**config.mk**
```make
export PLATFORM = sky130hd
export DESIGN_NAME = periodic_report_scheduler_unit_flat
export DESIGN_NICKNAME = d
export VERILOG_FILES = /design/src/hdl/prs_pkg.sv /design/src/hdl/prs_if.sv /design/src/hdl/prs_slot_store.sv /design/src/hdl/prs_count_unit.sv /design/src/hdl/periodic_report_scheduler_unit.sv /design/src/flat_wrapper.sv
export SDC_FILE = /design/constraint.sdc
export NUM_CORES = 1
export LEC_CHECK = 0
export BUFFER_PORTS_ARGS = -buffer_cell sky130_fd_sc_hd__buf_2
export CAP_MARGIN = 25
export CORE_UTILIZATION = 49
export CTS_CLUSTER_DIAMETER = 30
export DETAILED_ROUTE_END_ITERATION = 10
export GPL_ROUTABILITY_DRIVEN = 0
export PLACE_DENSITY = 0.75
export SLEW_MARGIN = 30
export SYNTH_ARGS = -nofsm -noshare
export SYNTH_HDL_FRONTEND = slang
export SYNTH_SLANG_ARGS = --single-unit
```
**constraint.sdc**
```tcl
create_clock -name clk -period 15.2 [get_ports clk]
set_input_delay 2.28 -clock clk [delete_from_list [all_inputs] [get_ports clk]]
set_output_delay 2.28 -clock clk [all_outputs]
set_load 0.03 [all_outputs]
```
**src/hdl/prs_pkg.sv**
```systemverilog
package prs_pkg;

    localparam int ENTRIES     = 8;
    localparam int CHANNELS    = 2;
    localparam int MAX_RESULTS = 16;

    localparam int IDX_W = (ENTRIES > 1) ? $clog2(ENTRIES) : 1;
    localparam int EP_W  = $clog2(CHANNELS + 1);
    localparam int CNT_W = $clog2(MAX_RESULTS + 1);

    localparam int NO_W  = 8;
    localparam int ID_W  = 16;
    localparam int PER_W = 24;
    localparam int BC_W  = 8;
    localparam int CFG_IDX_W = 1;

    // item modes
    localparam logic [1:0] MODE_TICK = 2'd0;
    localparam logic [1:0] MODE_CMD  = 2'd1;
    localparam logic [1:0] MODE_ADD  = 2'd2;
    localparam logic [1:0] MODE_DEL  = 2'd3;

    // commands
    localparam logic [2:0] CMD_NONE    = 3'd0;
    localparam logic [2:0] CMD_ENABLE  = 3'd1;
    localparam logic [2:0] CMD_DISABLE = 3'd2;
    localparam logic [2:0] CMD_REFRESH = 3'd3;
    localparam logic [2:0] CMD_BURST   = 3'd4;

    // run modes
    localparam logic [1:0] RUN_IDLE    = 2'd0;
    localparam logic [1:0] RUN_REGULAR = 2'd1;
    localparam logic [1:0] RUN_BURST   = 2'd2;

    // configuration register indexes
    localparam logic [CFG_IDX_W-1:0] CFG_SHORT_PERIOD = 1'b0;
    localparam logic [CFG_IDX_W-1:0] CFG_SHORT_COUNT  = 1'b1;

    typedef struct packed {
        logic [NO_W-1:0]  no;
        logic [ID_W-1:0]  cluster;
        logic [ID_W-1:0]  attr;
        logic             mfg;
        logic             one_ep;
        logic [PER_W-1:0] period;
        logic [PER_W-1:0] countdown;
    } slot_t;

    typedef struct packed {
        logic             fill;
        logic             clear;
        logic             cd_we;
        logic [PER_W-1:0] cd;
    } slot_wr_t;

    typedef struct packed {
        logic decrement;
        logic burst;
    } walk_ctl_t;

    typedef struct packed {
        logic [1:0]      endpoint;
        logic [ID_W-1:0] cluster;
        logic [ID_W-1:0] attr;
        logic            mfg;
    } report_t;

endpackage

```
**src/hdl/prs_if.sv**
```systemverilog
interface prs_item_if;
    logic                      valid;
    logic                      ready;
    logic [1:0]                mode;
    logic [2:0]                command;
    logic [prs_pkg::NO_W-1:0]  entry_no;
    logic [prs_pkg::ID_W-1:0]  cluster_id;
    logic [prs_pkg::ID_W-1:0]  attribute_id;
    logic                      is_mfg;
    logic [prs_pkg::PER_W-1:0] period;
    logic                      one_endpoint;

    modport source (output valid, mode, command, entry_no, cluster_id, attribute_id,
                    is_mfg, period, one_endpoint, input ready);
    modport sink   (input valid, mode, command, entry_no, cluster_id, attribute_id,
                    is_mfg, period, one_endpoint, output ready);
endinterface

interface prs_report_if;
    logic                     valid;
    logic                     ready;
    logic [1:0]               endpoint;
    logic [prs_pkg::ID_W-1:0] report_cluster;
    logic [prs_pkg::ID_W-1:0] report_attribute;
    logic                     report_mfg;
    logic                     last;

    modport source (output valid, endpoint, report_cluster, report_attribute, report_mfg,
                    last, input ready);
    modport sink   (input valid, endpoint, report_cluster, report_attribute, report_mfg,
                    last, output ready);
endinterface

interface prs_cfg_if;
    logic                          valid;
    logic                          ready;
    logic [prs_pkg::CFG_IDX_W-1:0] index;
    logic [7:0]                    data;

    modport source (output valid, index, data, input ready);
    modport sink   (input valid, index, data, output ready);
endinterface

```
**src/hdl/prs_slot_store.sv**
```systemverilog
module prs_slot_store (
    input  logic                       clk,
    input  logic                       rst_n,
    input  logic [prs_pkg::IDX_W-1:0]  idx,
    input  prs_pkg::slot_wr_t          wr,
    input  prs_pkg::slot_t             fill_data,
    output prs_pkg::slot_t             rd_data,
    output logic                       rd_valid
);
    import prs_pkg::*;

    logic [ENTRIES-1:0] valid_reg;
    slot_t              slot_reg [ENTRIES];

    assign rd_data  = slot_reg[idx];
    assign rd_valid = valid_reg[idx];

    always_ff @(posedge clk or negedge rst_n)
    begin
        if (!rst_n)
        begin
            valid_reg <= '0;
        end
        else if (wr.fill)
        begin
            valid_reg[idx] <= 1'b1;
        end
        else if (wr.clear)
        begin
            valid_reg[idx] <= 1'b0;
        end
    end

    // slot contents are read only while valid
    always_ff @(posedge clk)
    begin
        if (wr.fill)
        begin
            slot_reg[idx] <= fill_data;
        end
        else if (wr.cd_we)
        begin
            slot_reg[idx].countdown <= wr.cd;
        end
    end

endmodule

```
**src/hdl/prs_count_unit.sv**
```systemverilog
module prs_count_unit (
    input  prs_pkg::slot_t              slot,
    input  logic                        refresh_hit,
    input  prs_pkg::walk_ctl_t          ctl,
    output logic [prs_pkg::PER_W-1:0]   cd_next,
    output logic                        fire
);
    import prs_pkg::*;

    logic [PER_W-1:0] cd_eff;

    // refresh reloads before the decrement step
    assign cd_eff = refresh_hit ? slot.period : slot.countdown;

    always_comb
    begin
        fire    = 1'b0;
        cd_next = cd_eff;
        if (ctl.decrement)
        begin
            fire    = (cd_eff <= PER_W'(1));
            cd_next = fire ? slot.period : cd_eff - PER_W'(1);
        end
        else if (ctl.burst)
        begin
            fire    = 1'b1;
            cd_next = slot.period;
        end
    end

endmodule

```
**src/hdl/periodic_report_scheduler_unit.sv**
```systemverilog
// Periodic report scheduler.
// item channel: one beat per operation. mode selects tick, command, add entry or
//   delete entry. A command beat needs no walk. Add and delete walk the slot
//   table one slot at a time after the accept; delete covers every slot.
// report channel: reports caused by a tick, in slot order, one beat each, with
//   last set on the final report of that tick. A tick returns no beat at all
//   when nothing falls due.
// cfg channel: writes short_period (index 0) and short_count (index 1); always
//   ready, taken in any cycle.
// Tick steps: the accept, then each slot in turn through the shared countdown
//   unit, a further step for each further endpoint of a slot that reports,
//   and a flush step that releases the final report. The single slot read
//   port and countdown unit set this one-slot-at-a-time walk.
// One report is held back so that last can be set once the walk ends; it moves to
//   the output register when the next report is found or at the flush.
// item.ready is high only between operations. A stalled receiver holds the
//   output register, and the walk waits at the next report it finds.
// Reset clears run mode, pending command, burst counters, slot valid bits and
//   output valid; configuration returns to 10 and 3.
module periodic_report_scheduler_unit (
    input  logic           clk,
    input  logic           rst_n,
    prs_item_if.sink       item,
    prs_report_if.source   report,
    prs_cfg_if.sink        cfg
);
    import prs_pkg::*;

    localparam logic [1:0] ST_IDLE  = 2'd0;
    localparam logic [1:0] ST_WALK  = 2'd1;
    localparam logic [1:0] ST_FLUSH = 2'd2;

    // sequencer
    logic [1:0]       state_reg, state_next;
    logic [1:0]       op_reg, op_next;
    logic [IDX_W-1:0] idx_reg, idx_next;
    logic [EP_W-1:0]  ep_reg, ep_next;
    logic             ref_active_reg, ref_active_next;
    walk_ctl_t        ctl_reg, ctl_next;
    logic [NO_W-1:0]  key_reg, key_next;
    slot_t            add_reg, add_next;
    logic [CNT_W-1:0] nrep_reg, nrep_next;

    // scheduler state
    logic [1:0]       run_mode_reg, run_mode_next;
    logic [2:0]       pend_cmd_reg, pend_cmd_next;
    logic [NO_W-1:0]  pend_entry_reg, pend_entry_next;
    logic [BC_W-1:0]  btick_reg, btick_next;
    logic [BC_W-1:0]  bcount_reg, bcount_next;
    logic [7:0]       sp_reg, sp_next;
    logic [7:0]       sc_reg, sc_next;

    // held report and output register
    logic             hold_valid_reg, hold_valid_next;
    report_t          hold_reg, hold_next;
    logic             out_valid_reg, out_valid_next;
    report_t          out_reg, out_next;
    logic             out_last_reg, out_last_next;

    // slot table and countdown unit
    slot_wr_t         wr;
    slot_t            rd_data;
    logic             rd_valid;
    logic             refresh_hit;
    logic [PER_W-1:0] cd_next;
    logic             fire;

    logic             item_fire;
    logic             out_free;
    logic             last_idx;
    logic             fresh;
    logic             key_match;

    prs_slot_store u_store (
        .clk       (clk),
        .rst_n     (rst_n),
        .idx       (idx_reg),
        .wr        (wr),
        .fill_data (add_reg),
        .rd_data   (rd_data),
        .rd_valid  (rd_valid)
    );

    prs_count_unit u_count (
        .slot        (rd_data),
        .refresh_hit (refresh_hit),
        .ctl         (ctl_reg),
        .cd_next     (cd_next),
        .fire        (fire)
    );

    assign item.ready = (state_reg == ST_IDLE);
    assign item_fire  = item.valid && item.ready;
    assign cfg.ready  = 1'b1;

    assign report.valid            = out_valid_reg;
    assign report.endpoint         = out_reg.endpoint;
    assign report.report_cluster   = out_reg.cluster;
    assign report.report_attribute = out_reg.attr;
    assign report.report_mfg       = out_reg.mfg;
    assign report.last             = out_last_reg;

    assign out_free    = !out_valid_reg || report.ready;
    assign last_idx    = (idx_reg == IDX_W'(ENTRIES - 1));
    assign fresh       = (ep_reg == '0);
    assign key_match   = rd_valid && (rd_data.no == key_reg);
    // only the lowest matching slot takes the refresh
    assign refresh_hit = ref_active_reg && fresh && key_match;

    always_comb
    begin
        logic [2:0]      cmd_in;
        logic [BC_W-1:0] bt_inc;
        logic [BC_W-1:0] bc_inc;
        logic            gen;
        logic            gen_ok;
        logic            stall;
        logic            more;
        report_t         rep;

        state_next      = state_reg;
        op_next         = op_reg;
        idx_next        = idx_reg;
        ep_next         = ep_reg;
        ref_active_next = ref_active_reg;
        ctl_next        = ctl_reg;
        key_next        = key_reg;
        add_next        = add_reg;
        nrep_next       = nrep_reg;
        run_mode_next   = run_mode_reg;
        pend_cmd_next   = pend_cmd_reg;
        pend_entry_next = pend_entry_reg;
        btick_next      = btick_reg;
        bcount_next     = bcount_reg;
        sp_next         = sp_reg;
        sc_next         = sc_reg;
        hold_valid_next = hold_valid_reg;
        hold_next       = hold_reg;
        out_valid_next  = out_valid_reg && !report.ready;
        out_next        = out_reg;
        out_last_next   = out_last_reg;
        wr              = '0;
        cmd_in          = (item.command > CMD_BURST) ? CMD_NONE : item.command;
        bt_inc          = btick_reg + BC_W'(1);
        bc_inc          = bcount_reg + BC_W'(1);
        gen             = 1'b0;
        gen_ok          = 1'b0;
        stall           = 1'b0;
        more            = 1'b0;
        rep.endpoint    = 2'(fresh ? EP_W'(1) : ep_reg);
        rep.cluster     = rd_data.cluster;
        rep.attr        = rd_data.attr;
        rep.mfg         = rd_data.mfg;

        if (cfg.valid && cfg.ready)
        begin
            unique case (cfg.index)
                CFG_SHORT_PERIOD: sp_next = cfg.data;
                CFG_SHORT_COUNT:  sc_next = cfg.data;
                default:          sp_next = sp_reg;
            endcase
        end

        unique case (state_reg)
            ST_IDLE:
            begin
                if (item_fire)
                begin
                    idx_next = '0;
                    ep_next  = '0;
                    op_next  = item.mode;
                    unique case (item.mode)
                        MODE_CMD:
                        begin
                            pend_cmd_next = cmd_in;
                            if (cmd_in == CMD_REFRESH)
                            begin
                                pend_entry_next = item.entry_no;
                                btick_next      = '0;
                                bcount_next     = '0;
                            end
                        end
                        MODE_ADD:
                        begin
                            add_next.no        = item.entry_no;
                            add_next.cluster   = item.cluster_id;
                            add_next.attr      = item.attribute_id;
                            add_next.mfg       = item.is_mfg;
                            add_next.one_ep    = item.one_endpoint;
                            add_next.period    = item.period;
                            add_next.countdown = item.period;
                            state_next         = ST_WALK;
                        end
                        MODE_DEL:
                        begin
                            key_next   = item.entry_no;
                            state_next = ST_WALK;
                        end
                        MODE_TICK:
                        begin
                            // settle this tick's mode step, then walk the slots
                            ref_active_next = (pend_cmd_reg == CMD_REFRESH);
                            key_next        = pend_entry_reg;
                            ctl_next        = '0;
                            nrep_next       = '0;
                            pend_cmd_next   = CMD_NONE;
                            state_next      = ST_WALK;
                            case (run_mode_reg)
                                RUN_IDLE:
                                begin
                                    if (pend_cmd_reg == CMD_ENABLE)
                                    begin
                                        run_mode_next = RUN_REGULAR;
                                    end
                                    else if (pend_cmd_reg == CMD_BURST)
                                    begin
                                        run_mode_next = RUN_BURST;
                                        btick_next    = '0;
                                        bcount_next   = '0;
                                    end
                                end
                                RUN_REGULAR:
                                begin
                                    if (pend_cmd_reg == CMD_DISABLE)
                                    begin
                                        run_mode_next = RUN_IDLE;
                                    end
                                    else if (pend_cmd_reg == CMD_BURST)
                                    begin
                                        run_mode_next = RUN_BURST;
                                        btick_next    = '0;
                                        bcount_next   = '0;
                                    end
                                    else
                                    begin
                                        ctl_next.decrement = 1'b1;
                                    end
                                end
                                RUN_BURST:
                                begin
                                    if (pend_cmd_reg == CMD_DISABLE)
                                    begin
                                        run_mode_next = RUN_IDLE;
                                    end
                                    else if (bt_inc >= sp_reg)
                                    begin
                                        btick_next     = '0;
                                        ctl_next.burst = 1'b1;
                                        if (bc_inc >= sc_reg)
                                        begin
                                            bcount_next   = '0;
                                            run_mode_next = RUN_REGULAR;
                                        end
                                        else
                                        begin
                                            bcount_next = bc_inc;
                                        end
                                    end
                                    else
                                    begin
                                        btick_next = bt_inc;
                                    end
                                end
                                default:
                                begin
                                    run_mode_next = run_mode_reg;
                                end
                            endcase
                        end
                        default:
                        begin
                            state_next = ST_IDLE;
                        end
                    endcase
                end
            end

            ST_WALK:
            begin
                unique case (op_reg)
                    MODE_ADD:
                    begin
                        // take the first free slot; a full table drops the add
                        if (!rd_valid)
                        begin
                            wr.fill    = 1'b1;
                            state_next = ST_IDLE;
                        end
                        else if (last_idx)
                        begin
                            state_next = ST_IDLE;
                        end
                        else
                        begin
                            idx_next = idx_reg + IDX_W'(1);
                        end
                    end
                    MODE_DEL:
                    begin
                        wr.clear = key_match;
                        if (last_idx)
                        begin
                            state_next = ST_IDLE;
                        end
                        else
                        begin
                            idx_next = idx_reg + IDX_W'(1);
                        end
                    end
                    default:
                    begin
                        gen    = fresh ? (rd_valid && fire) : 1'b1;
                        gen_ok = gen && (nrep_reg != CNT_W'(MAX_RESULTS));
                        stall  = gen_ok && hold_valid_reg && !out_free;
                        if (!stall)
                        begin
                            if (fresh && rd_valid)
                            begin
                                wr.cd_we = 1'b1;
                                wr.cd    = cd_next;
                            end
                            if (refresh_hit)
                            begin
                                ref_active_next = 1'b0;
                            end
                            if (gen_ok)
                            begin
                                // release the held report, hold the new one
                                if (hold_valid_reg)
                                begin
                                    out_valid_next = 1'b1;
                                    out_next       = hold_reg;
                                    out_last_next  = 1'b0;
                                end
                                hold_valid_next = 1'b1;
                                hold_next       = rep;
                                nrep_next       = nrep_reg + CNT_W'(1);
                            end
                            if (fresh)
                            begin
                                more = rd_valid && fire && !rd_data.one_ep && (CHANNELS > 1);
                            end
                            else
                            begin
                                more = (ep_reg != EP_W'(CHANNELS));
                            end
                            if (more)
                            begin
                                ep_next = fresh ? EP_W'(2) : ep_reg + EP_W'(1);
                            end
                            else
                            begin
                                ep_next = '0;
                                if (last_idx)
                                begin
                                    state_next = ST_FLUSH;
                                end
                                else
                                begin
                                    idx_next = idx_reg + IDX_W'(1);
                                end
                            end
                        end
                    end
                endcase
            end

            ST_FLUSH:
            begin
                if (!hold_valid_reg)
                begin
                    state_next = ST_IDLE;
                end
                else if (out_free)
                begin
                    out_valid_next  = 1'b1;
                    out_next        = hold_reg;
                    out_last_next   = 1'b1;
                    hold_valid_next = 1'b0;
                    state_next      = ST_IDLE;
                end
            end

            default:
            begin
                state_next = ST_IDLE;
            end
        endcase
    end

    always_ff @(posedge clk or negedge rst_n)
    begin
        if (!rst_n)
        begin
            state_reg      <= ST_IDLE;
            op_reg         <= MODE_TICK;
            idx_reg        <= '0;
            ep_reg         <= '0;
            ref_active_reg <= 1'b0;
            ctl_reg        <= '0;
            nrep_reg       <= '0;
            run_mode_reg   <= RUN_IDLE;
            pend_cmd_reg   <= CMD_NONE;
            pend_entry_reg <= '0;
            btick_reg      <= '0;
            bcount_reg     <= '0;
            sp_reg         <= 8'd10;
            sc_reg         <= 8'd3;
            hold_valid_reg <= 1'b0;
            out_valid_reg  <= 1'b0;
        end
        else
        begin
            state_reg      <= state_next;
            op_reg         <= op_next;
            idx_reg        <= idx_next;
            ep_reg         <= ep_next;
            ref_active_reg <= ref_active_next;
            ctl_reg        <= ctl_next;
            nrep_reg       <= nrep_next;
            run_mode_reg   <= run_mode_next;
            pend_cmd_reg   <= pend_cmd_next;
            pend_entry_reg <= pend_entry_next;
            btick_reg      <= btick_next;
            bcount_reg     <= bcount_next;
            sp_reg         <= sp_next;
            sc_reg         <= sc_next;
            hold_valid_reg <= hold_valid_next;
            out_valid_reg  <= out_valid_next;
        end
    end

    always_ff @(posedge clk)
    begin
        key_reg      <= key_next;
        add_reg      <= add_next;
        hold_reg     <= hold_next;
        out_reg      <= out_next;
        out_last_reg <= out_last_next;
    end

endmodule

```
**src/flat_wrapper.sv**
```systemverilog
// flat-port wrapper written by rule: the top's interface ports become plain ports
module periodic_report_scheduler_unit_flat import prs_pkg::*;
  (clk, rst_n, item_valid, item_mode, item_command, item_entry_no, item_cluster_id, item_attribute_id, item_is_mfg, item_period, item_one_endpoint, item_ready, report_valid, report_endpoint, report_report_cluster, report_report_attribute, report_report_mfg, report_last, report_ready, cfg_valid, cfg_index, cfg_data, cfg_ready);
  prs_item_if item_i ();
  prs_report_if report_i ();
  prs_cfg_if cfg_i ();
  input  logic clk;
  input  logic rst_n;
  input wire logic [$bits(item_i.valid)-1:0] item_valid;
  input wire logic [$bits(item_i.mode)-1:0] item_mode;
  input wire logic [$bits(item_i.command)-1:0] item_command;
  input wire logic [$bits(item_i.entry_no)-1:0] item_entry_no;
  input wire logic [$bits(item_i.cluster_id)-1:0] item_cluster_id;
  input wire logic [$bits(item_i.attribute_id)-1:0] item_attribute_id;
  input wire logic [$bits(item_i.is_mfg)-1:0] item_is_mfg;
  input wire logic [$bits(item_i.period)-1:0] item_period;
  input wire logic [$bits(item_i.one_endpoint)-1:0] item_one_endpoint;
  output wire logic [$bits(item_i.ready)-1:0] item_ready;
  output wire logic [$bits(report_i.valid)-1:0] report_valid;
  output wire logic [$bits(report_i.endpoint)-1:0] report_endpoint;
  output wire logic [$bits(report_i.report_cluster)-1:0] report_report_cluster;
  output wire logic [$bits(report_i.report_attribute)-1:0] report_report_attribute;
  output wire logic [$bits(report_i.report_mfg)-1:0] report_report_mfg;
  output wire logic [$bits(report_i.last)-1:0] report_last;
  input wire logic [$bits(report_i.ready)-1:0] report_ready;
  input wire logic [$bits(cfg_i.valid)-1:0] cfg_valid;
  input wire logic [$bits(cfg_i.index)-1:0] cfg_index;
  input wire logic [$bits(cfg_i.data)-1:0] cfg_data;
  output wire logic [$bits(cfg_i.ready)-1:0] cfg_ready;
  assign item_i.valid = item_valid;
  assign item_i.mode = item_mode;
  assign item_i.command = item_command;
  assign item_i.entry_no = item_entry_no;
  assign item_i.cluster_id = item_cluster_id;
  assign item_i.attribute_id = item_attribute_id;
  assign item_i.is_mfg = item_is_mfg;
  assign item_i.period = item_period;
  assign item_i.one_endpoint = item_one_endpoint;
  assign item_ready = item_i.ready;
  assign report_valid = report_i.valid;
  assign report_endpoint = report_i.endpoint;
  assign report_report_cluster = report_i.report_cluster;
  assign report_report_attribute = report_i.report_attribute;
  assign report_report_mfg = report_i.report_mfg;
  assign report_last = report_i.last;
  assign report_i.ready = report_ready;
  assign cfg_i.valid = cfg_valid;
  assign cfg_i.index = cfg_index;
  assign cfg_i.data = cfg_data;
  assign cfg_ready = cfg_i.ready;
  periodic_report_scheduler_unit u_core (.clk(clk), .rst_n(rst_n), .item(item_i), .report(report_i), .cfg(cfg_i));
endmodule
```
==> results.txt <==
----------------------------------------------------
[Final layout]
  Flip-flop count of the largest register, all copies and words added ... 720
  P&R area growth vs syn ... 16.95%
  Commonest non-fill, non-tap cells in the layout ... sky130_fd_sc_hd__edfxtp_1, sky130_fd_sc_hd__nand2_1, sky130_fd_sc_hd__clkbuf_16
  Share of the core filled with cells ... 58.02%
  Final net count ... 2,694
  Layout cell share with drive strength beyond 1 ... 22.43%
  Storage cell area ... 0.02779 mm2
  Fill cell count ... 5,709
  Finished Cell Area ... 0.04502 mm2
  Most frequent standard cell in the layout excluding fill and tap cells ... sky130_fd_sc_hd__edfxtp_1
  Area taken by multi-input logic gates ... 0.01003 mm2

[Worst setup path]
  Category of cells accounting for the largest share of critical-path delay ... simple AND/OR/NAND/NOR gates
  Critical path type ... flop to flop
  Worst Reg-to-Reg Cells ... 20
  Largest stage delay on the critical path ... 860 ps
  Type of element capturing the critical path ... flop
  Required time of the critical path ... 15,530 ps
  Crit-path most repeated cell ... sky130_fd_sc_hd__buf_4
  Buffer and inverter count on the worst path ... 5
  Slowest cell on the critical path ... sky130_fd_sc_hd__nor2_4
  Arrival time worst endpoint ... 8750 ps
  Crit start category ... flop
  WP depth ... 20
  CP Cell Sequence ... buf_4 -> buf_4 -> nor2b_1 -> buf_4 -> a221oi_1 -> xnor2_1 -> or4_1 -> nor3_4 -> buf_4 -> mux2_2 -> ha_1 -> nor2_1 -> nor3_1 -> and4b_1 -> nand4_2 -> nand3_2 -> a21o_1 -> buf_4 -> and2_1 -> nor2_4
  Maximum fanout along the worst path ... 52

[Logic synthesis]
  Biggest area consumer among synthesized cells ... sky130_fd_sc_hd__edfxtp_1
  Main combinational cell family by area after synthesis ... compound AO/OA/AOI/OAI gates
  Net count of the mapped netlist ... 2,519
  Share of the synthesized area in the top cell type ... 67.48%
  Total of flip-flops plus latches after synthesis ... 937
  Sequential fraction of the synthesis area ... 72.18%
  Syn avg cell area ... 16.04 um2
  Main synth FF type ... sky130_fd_sc_hd__edfxtp_1
  Synth Area in XOR/XNOR ... 0.7736%
  Basic-gate share of the synthesized area counting and, or, nand and nor cells ... 6.378%
  Count of yosys warnings during synthesis ... 0
  Share of synthesized area spent on multiplexers ... 7.948%
  Number of synthesized flops with an enable pin ... 865
  Synth unique cells ... 101
  Cell count after synthesis ... 2,399
  Post-Synth Adder-Cell Area ... 1.138%
  Top post-synthesis cells by area ... sky130_fd_sc_hd__edfxtp_1, sky130_fd_sc_hd__dfrtp_1, sky130_fd_sc_hd__mux4_2
  Cell area after synthesis ... 0.03849 mm2
  Ys async rst share ... 7.684%
  Synthesized-area fraction occupied by ao, oa, aoi and oai cells ... 9.323%

[CTS]
  Clock Latency Late Sink ... 720 ps
  Number of buffers created by CTS ... 140
  Clock tree from TritonCTS ... built
  Hold bufs inserted after CTS ... 0
  Root buf cell ... sky130_fd_sc_hd__clkbuf_16
  Buffers inserted by post-CTS timing repair ... 0
  Number of resized instances in the post-cts repair step ... 0
  H-tree depth ... 4
  Clock Path Buffers ... 3
  TritonCTS sink count ... 937
  Clk slew on worst S/H paths ... 60 ps

[Die]
  Initial Util ... 49.61%
  IO Pins ... 124
  Chip Height ... 282.3 um
  Horizontal die dimension ... 282.3 um
  Area of the core ... 0.07759 mm2
  Full die area ... 0.07968 mm2
  # rows ... 102

[Detailed routing]
  Sum of routed wire length over all layers ... 99,760 um
  Total DRC errors in the routed layout ... 0
  Wire length per cell ... 26.74 um
  Starting DRT DRC Count ... 3,578
  DRT antenna net count ... 0
  Via count ... 23,539
  Via-per-instance ratio ... 6.309
  Number of detailed-route iterations in the first pass ... 8

[Timing]
  Number of slew-limit violations in the final report ... 0
  Normalized max-slew margin ... 27.43%
  Clock Skews ... 23.92 ps
  Total negative slack ... 0 ps
  Worst Max-Slew Pin Slew ... 1089 ps
  Maximum clock frequency ... 118.7 MHz
  Count of endpoints failing hold in the final timing report ... 0
  Clock period minus worst slack ... 8428 ps
  RSZ-0062 raised after global routing ... false
  Final cycle utilization of the critical path ... 55.45%
  Number of failing setup endpoints in the final timing report ... 0

[Global route]
  Number of antenna violations at the first check in global routing ... 6
  Overall fraction of global-route tracks in use ... 25.26%
  Global-route wire length before repair ... 147,400 um
  Vias in the first global route ... 23,351
  Congestion Overflow GR ... 0
  Pin count of the biggest net entering global routing ... 111

[Power and ir drop]
  Maximum resistive drop on vdd ... 0.0001396 V
  P per Cell Area ... 185.4 mW/mm2
  Cell leakage power ... 15.13 nW

[Run status]
  Outcome ... finished clean

[Hold path]
  Classification of the worst-slack hold path ... flop to flop
  Hold Path Cell Cnt ... 0

[Run]
  Max-cap violations ... 0

[Placed design]
  Placed cell area ... 0.04022 mm2
  Number of port buffers ... 122
  HPWL after detailed placement ... 59,070 um

----------------------------------------------------
## cells by family (layout without fill, tap and decap cells)
family | count (synthesis) | in the layout
buffers and inverters | 177 | 466
adders and majority gates | 35 | 35
and+or+nand+nor | 480 | 480
muxes | 234 | 234
xor gates and xnor gates | 34 | 34
DFF | 937 | 937
AOI/OAI and AO/OA | 501 | 501
other | 1 | 4
## cell usage after synthesis, drive strengths merged (5+ instances only)
cell     instances
o211ai          10
or4              5
o22ai            9
nand2          161
nand2b          23
xnor2           17
a31oi           14
inv             43
nor3            23
nor4            10
nand4           21
nor2            83
a22oi           92
o31ai           11
nand3b           8
a21boi           6
dfrtp           68
a21o            14
mux4            47
mux2i           97
edfxtp         865
and4             6
and2            21
clkbuf          62
o21ai          120
a211o            7
o2bb2ai         12
nand3           57
a21oi           58
a211oi          12
a22o            21
xor2            17
nor2b           16
a221o           18
o22a             5
and3            16
mux2            90
a221oi          52
buf             72
or2              7
nor3b            7
ha              35
## worst reg2reg max path, stage by stage (launching register included)
cell	delay, ps
sky130_fd_sc_hd__dfrtp_4	820
sky130_fd_sc_hd__buf_4	630
sky130_fd_sc_hd__buf_4	710
sky130_fd_sc_hd__nor2b_1	130
sky130_fd_sc_hd__buf_4	260
sky130_fd_sc_hd__a221oi_1	400
sky130_fd_sc_hd__xnor2_1	150
sky130_fd_sc_hd__or4_1	690
sky130_fd_sc_hd__nor3_4	220
sky130_fd_sc_hd__buf_4	370
sky130_fd_sc_hd__mux2_2	420
sky130_fd_sc_hd__ha_1	450
sky130_fd_sc_hd__nor2_1	240
sky130_fd_sc_hd__nor3_1	100
sky130_fd_sc_hd__and4b_1	230
sky130_fd_sc_hd__nand4_2	130
sky130_fd_sc_hd__nand3_2	280
sky130_fd_sc_hd__a21o_1	260
sky130_fd_sc_hd__buf_4	260
sky130_fd_sc_hd__and2_1	410
sky130_fd_sc_hd__nor2_4	860
## through the flow
step | hold slack, ps | std cells | setup WS, ps | total power, mW
finish | 411.4 | 3731 | 6772 | 8.348
global route | 419.5 | 3730 | 6369 | 8.591
CTS | 414.8 | 3727 | 6991 | 8.305
detailed placement | 405.2 | 3471 | 7002 | 5.113
global placement | 406.4 | 3471 | 7292 | 5.051
floorplan | 400.3 | 2399 | 9186 | 4.486
## final cells by class
type / instances / area share, %
flip-flops and latches: 937 / 61.74
multi-input cells: 1285 / 22.29
clock buffers: 157 / 8.088
well taps: 1040 / 2.891
clock inverters: 99 / 2.435
repair buffers: 167 / 2.187
inverters: 43 / 0.3585
diodes: 3 / 0.01668
## path summary, 6_finish.rpt
path | to | start | slack, ps
worst min-delay path | u_core.report.report_cluster[1] | u_core.hold_reg[18] | 410
worst max register to register | u_core.u_store.slot_reg[1][4] | u_core.idx_reg[2] | 6770
worst min register to register | u_core.report.report_cluster[1] | u_core.hold_reg[18] | 410
min in group asynchronous | u_core.btick_reg[0] | rst_n | 1680
max in group asynchronous | u_core.idx_reg[1] | rst_n | 12990
worst max-delay path | u_core.u_store.slot_reg[1][4] | u_core.idx_reg[2] | 6770
## where the power goes
part	total, mW	internal [mW]	switching, mW
logic	1.94	0.641	1.30
registers	3.22	3.08	0.137
clock network	3.20	2.00	1.19
total	8.35	5.72	2.63
## per-layer routing
| layer | vias up | track usage [%] | part of all wire (%) |
|---|---|---|---|
| li1 | 9941 | - | - |
| met5 | - | 0 | 0.013 |
| met1 | 11724 | 33.18 | 38 |
| met4 | 2 | 12.31 | 4.7 |
| met2 | 1546 | 39.92 | 47 |
| met3 | 326 | 5.658 | 10 |
Power figures use the tool's default switching activity.
